**src/pcl_pkg.sv**
```systemverilog
// Shared types, codes and constants for the particle cell-list binning block.
`timescale 1ns / 1ps
`default_nettype none

package pcl_pkg;

    // Storage and field limits
    localparam int PCL_MAX_PARTICLES = 65536;
    localparam int PCL_MAX_CELLS     = 4096;
    localparam int PCL_ADDR_W        = 20;   // widest cell address the store may take
    localparam int PCL_CELL_W        = 12;
    localparam int PCL_HEAD_W        = 16;
    localparam int PCL_RAM_W         = PCL_HEAD_W + 1;   // occupied flag and head
    localparam int PCL_QUEUE_DEPTH   = 2;
    localparam int PCL_CFG_IDX_W     = 3;
    localparam int PCL_CFG_DATA_W    = 32;

    // Configuration register indexes
    localparam logic [PCL_CFG_IDX_W-1:0] REG_BOX_X_MAX     = 3'd0;
    localparam logic [PCL_CFG_IDX_W-1:0] REG_BOX_Y_MAX     = 3'd1;
    localparam logic [PCL_CFG_IDX_W-1:0] REG_BOX_Z_MAX     = 3'd2;
    localparam logic [PCL_CFG_IDX_W-1:0] REG_INV_CELL_SIZE = 3'd3;
    localparam logic [PCL_CFG_IDX_W-1:0] REG_CELLS_X       = 3'd4;
    localparam logic [PCL_CFG_IDX_W-1:0] REG_CELLS_Y       = 3'd5;
    localparam logic [PCL_CFG_IDX_W-1:0] REG_CELLS_Z       = 3'd6;

    typedef enum logic [1:0] {
        OP_CLEAR  = 2'd0,
        OP_INSERT = 2'd1,
        OP_READ   = 2'd2,
        OP_NONE   = 2'd3
    } t_op;

    typedef struct packed {
        logic [30:0] box_x_max;
        logic [30:0] box_y_max;
        logic [30:0] box_z_max;
        logic [31:0] inv_cell_size;
        logic [12:0] cells_x;
        logic [12:0] cells_y;
        logic [12:0] cells_z;
    } t_cfg;

    // Command handed from the front end to the back end
    typedef struct packed {
        t_op                   op;
        logic [PCL_ADDR_W-1:0] addr;
        logic [PCL_CELL_W-1:0] out_cell;
        logic [PCL_HEAD_W-1:0] pidx;
        logic                  lookup_ok;
        logic                  write_ok;
    } t_cmd;

endpackage

`default_nettype wire

```
**src/pcl_queue.sv**
```systemverilog
// Short command queue between the front end and the back end.
`timescale 1ns / 1ps
`default_nettype none

module pcl_queue import pcl_pkg::*; #(
    parameter int DEPTH = PCL_QUEUE_DEPTH,
    localparam int PW   = (DEPTH > 1) ? $clog2(DEPTH) : 1,
    localparam int CW   = $clog2(DEPTH + 1)
) (
    input  wire logic i_clk,
    input  wire logic i_rst_n,
    input  wire logic i_push,
    input  wire t_cmd i_cmd,
    output logic      o_full,
    input  wire logic i_pop,
    output logic      o_empty,
    output t_cmd      o_cmd
);

    t_cmd          r_mem [DEPTH];
    logic [PW-1:0] r_wptr, r_rptr;
    logic [CW-1:0] r_count;

    function automatic logic [PW-1:0] next_ptr(input logic [PW-1:0] p);
        logic [PW-1:0] n;
        if (p == PW'(DEPTH - 1)) begin
            n = '0;
        end else begin
            n = p + PW'(1);
        end
        return n;
    endfunction

    assign o_full  = (r_count == CW'(DEPTH));
    assign o_empty = (r_count == '0);
    assign o_cmd   = r_mem[r_rptr];

    always_ff @(posedge i_clk) begin
        if (!i_rst_n) begin
            r_wptr  <= '0;
            r_rptr  <= '0;
            r_count <= '0;
        end else begin
            if (i_push) begin
                r_wptr <= next_ptr(r_wptr);
            end
            if (i_pop) begin
                r_rptr <= next_ptr(r_rptr);
            end
            if (i_push && !i_pop) begin
                r_count <= r_count + CW'(1);
            end else if (i_pop && !i_push) begin
                r_count <= r_count - CW'(1);
            end
        end
        if (i_push) begin
            r_mem[r_wptr] <= i_cmd;
        end
    end

    a_no_overflow: assert property (@(posedge i_clk) disable iff (!i_rst_n)
        !(i_push && o_full))
        else $error("queue push while full");

    a_no_underflow: assert property (@(posedge i_clk) disable iff (!i_rst_n)
        !(i_pop && o_empty))
        else $error("queue pop while empty");

    a_count_bound: assert property (@(posedge i_clk) disable iff (!i_rst_n)
        r_count <= CW'(DEPTH))
        else $error("queue count out of range");

endmodule

`default_nettype wire

```
**config.mk**
```make
export PLATFORM = sky130hd
export DESIGN_NAME = pcl_queue
export DESIGN_NICKNAME = d
export VERILOG_FILES = /design/src/pcl_pkg.sv /design/src/pcl_queue.sv
export SDC_FILE = /design/constraint.sdc
export NUM_CORES = 1
export LEC_CHECK = 0
export BUFFER_PORTS_ARGS = -buffer_cell sky130_fd_sc_hd__clkbuf_2
export CORE_MARGIN = 1
export CORE_UTILIZATION = 43
export DETAILED_ROUTE_END_ITERATION = 10
export PLACE_DENSITY_LB_ADDON = 0.05
export SKIP_LAST_GASP = 1
export SLEW_MARGIN = 20
export SYNTH_ARGS = -nofsm -noshare
export SYNTH_HDL_FRONTEND = slang
export SYNTH_SLANG_ARGS = --single-unit
```
**constraint.sdc**
```tcl
create_clock -name i_clk -period 3.4 [get_ports i_clk]
set_clock_uncertainty 0.05 [all_clocks]
set_input_delay 0.68 -clock i_clk [delete_from_list [all_inputs] [get_ports i_clk]]
set_output_delay 0.68 -clock i_clk [all_outputs]
set_load 0.01 [all_outputs]
```
==> impl_results.md <==
- First-pass GRT wire length: 10,100 µm
- CORE AREA: 8850 µm²
- Relative slew slack: 60.9%
- Setup slack, reg-to-reg: 1.74 ns
- HP Class: in -> reg
- Largest net degree at the start of global routing: 33
- Flops & latches, synth: 109
- Area Overhead vs Synth: 22.3%
- Net count, final: 360
- CTS resizes: 0
- Failing checks: DRC
- Hold Fails Final Rpt: 0
- DIE AREA: 9620 µm²
- Mapped Cells: 184
- Asr flop ratio synth: 0%
- Power Dens Cells: 530 nW/µm²
- Area leader, netlist: edfxtp_1
- Status: finished, violations left
- CTS Hold Bufs: 0
- Cells along the critical path: buf_12, mux2_2, clkbuf_2
- Crit end category: output pin
- Number of synthesized flops with an enable pin: 104
- Die Y: 98.1 µm
- Top cells by count, synth: edfxtp_1 (104), mux2_2 (52), buf_4 (5), dfxtp_1 (5), and2_1 (4)
- Die width: 98.1 µm
- Achievable Freq: between 300 and 400 MHz
- Ys Warns: 0
- Layout fillers: between 700 and 800
- Io pins: 110
- Synth top area cells: edfxtp_1 (79%), mux2_2 (15%), dfxtp_1 (2.5%), buf_4 (0.95%), and2_1 (0.63%)
- Share of cells above drive strength 1: 60.4%
- 1st-iter DRT viols: ~100
- Vias: 2,004
- TNS Setup: 0 ns
- Drt pass-1 iters: 9
- Worst slew pin tran: 0.586 ns
- # diodes: 0
- Post-DP HPWL: 4290 µm
- ANT nets after route: 0
- Max-cap violation count: 0
- Worst VDD drop: 233 µV
- CP Max Fanout: 32
- CTS buffer count: 9
- Register area share after synthesis: between 80% and 90%
- Reg-to-reg startpoint: r_wptr$_SDFFE_PN0P_
- CTS tree: built
- DRC viols: 6
- Clock Pin Slew Worst Setup and Hold Paths: 0.10 ns
- Crit path launch type: flip-flop
- Row count: 34
- CP max stage delay: 0.69 ns
- Input/output buffers: roughly 110
- Most frequent cell after synthesis: edfxtp_1
- Clock tree sinks: around 110
- Setup violations, final: 0
- DR vias/cell: 4.82
- Critical path arrival: 1.85 ns
- Tcrit/Tclk final: roughly three quarters
- Hold WS: about 0.46 ns
- Synth Flop Type: edfxtp_1
- Worst-Skew Late Latency: 0.35 ns
- Worst Setup EP: o_cmd[51]
- Final max-slew violation count: 0
- Worst EP required: ~2.7 ns
- Reg2reg path depth: 2
- Post-CTS setup buffers: 0
- Post-Syn Area per Cell: 21.6 µm²
- Vias in the first global route: 1,939
- Minimum clock period: 2.58 ns
- R2R Path End: r_mem[1][48]$_DFFE_PP_
- Root buf cell: clkbuf_8
- Count of different cell masters after synthesis: 17
- Initial Utilization: 44.9%
- CP max stage cell: dfxtp_2
- Clock Path Buffers: 2
- Synth top area share: 78.7%
- Mapped Area: 3970 µm²
- Total gr overflow: 0
- DR WL/cell: roughly 16 µm
- Antenna violations before repair: 0
- Leakage: 1.85 nW
- RD Place Congestion: 0.697
- Critical path class: reg -> out
- H-tree lvl count: 3
- Utilization after layout: 54.9%
- Syn nets: 241
- Total Wirelength: 6500 µm
- GRT Util Overall: 14.3%
- Post-layout power: 0.00257 W
- RSZ-0062 raised after global routing: false
-- stage by stage --
stage,worst slack [ns],instance area (µm²),cells
floorplan,0.852,3970,184
global placement,1.17,4680,400
finish,0.816,4850,416
global route,0.687,4850,416
CTS,0.774,4850,416
detailed placement,1.18,4680,400
-- layout make-up --
| cell class | count | area (µm²) | area share, % |
|---|---|---|---|
| repair buffers | 114 | 608 | 12.5 |
| multi-input cells | 68 | 709 | 14.6 |
| clock inverters | 7 | 48.8 | 1.01 |
| inverters | 1 | 3.75 | 0.0773 |
| well taps | 108 | 135 | 2.78 |
| flip-flops and latches | 109 | 3220 | 66.4 |
| clock buffers | 9 | 124 | 2.55 |
-- how the worst min path moves through the flow --
stage / from / endpoint / slack, ns / depth (start not counted)
finish: i_cmd[20] / r_mem[1][20]$_DFFE_PP_ / 0.46 / 1
global route: i_cmd[13] / r_mem[0][13]$_DFFE_PP_ / 0.42 / 1
detailed placement: r_count[1]$_SDFFE_PN0P_ / r_count[1]$_SDFFE_PN0P_ / 0.46 / 2
CTS: i_cmd[13] / r_mem[1][13]$_DFFE_PP_ / 0.43 / 1
floorplan: r_count[1]$_SDFFE_PN0P_ / r_count[1]$_SDFFE_PN0P_ / 0.42 / 2
global placement: r_count[1]$_SDFFE_PN0P_ / r_count[1]$_SDFFE_PN0P_ / 0.45 / 2
-- worst max-delay path, delay by kind of cell, from the launching register on --
family	cells	cell delay [ns]
buffers and inverters	2	0.41
flip-flops	1	0.69
multiplexers	1	0.38
-- flip-flops by register name, summed over array words and instances (netlist names), named ones only --
signal,flops
r_wptr,1
r_count,2
r_mem,104
r_rptr,1
-- layer usage --
layer	global-route usage (%)	share of wire (%)	vias up
li1	-	-	957
met1	18.6	45	974
met2	22.5	48	65
met3	3.51	5.6	8
met4	6.99	2.0	0
met5	0	0	-
-- cells in the final DEF, fill, tap and decap left out, types with 2 or more instances in the layout --
cell and n:
clkbuf_8 9, edfxtp_1 104, buf_4 3, mux2_2 52, dfxtp_1 4, xor2_1 2, inv_6 3, clkinv_2 3
buf_12 2, clkbuf_2 109, and2_1 3
-- logic make-up after synthesis --
group,after synthesis,share of synthesized area [%]
flip-flops,109,81.2
AO/OA/AOI/OAI,3,0.504
buffers and inverters,7,1.17
multiplexers,52,14.7
AND/OR/NAND/NOR,9,1.42
adder cells (fa/ha/maj),1,0.315
XOR/XNOR,3,0.662
-- report_power, final --
part | internal, W | leakage [nW] | switching [W] | total [W]
Clock | 0.000271 | 0.0902 | 0.000425 | 0.000696
Combinational | 0.000151 | 0.744 | 0.000148 | 0.000299
Sequential | 0.00155 | 1.02 | 0.0000274 | 0.00157
(Power assumes the default switching activity.)
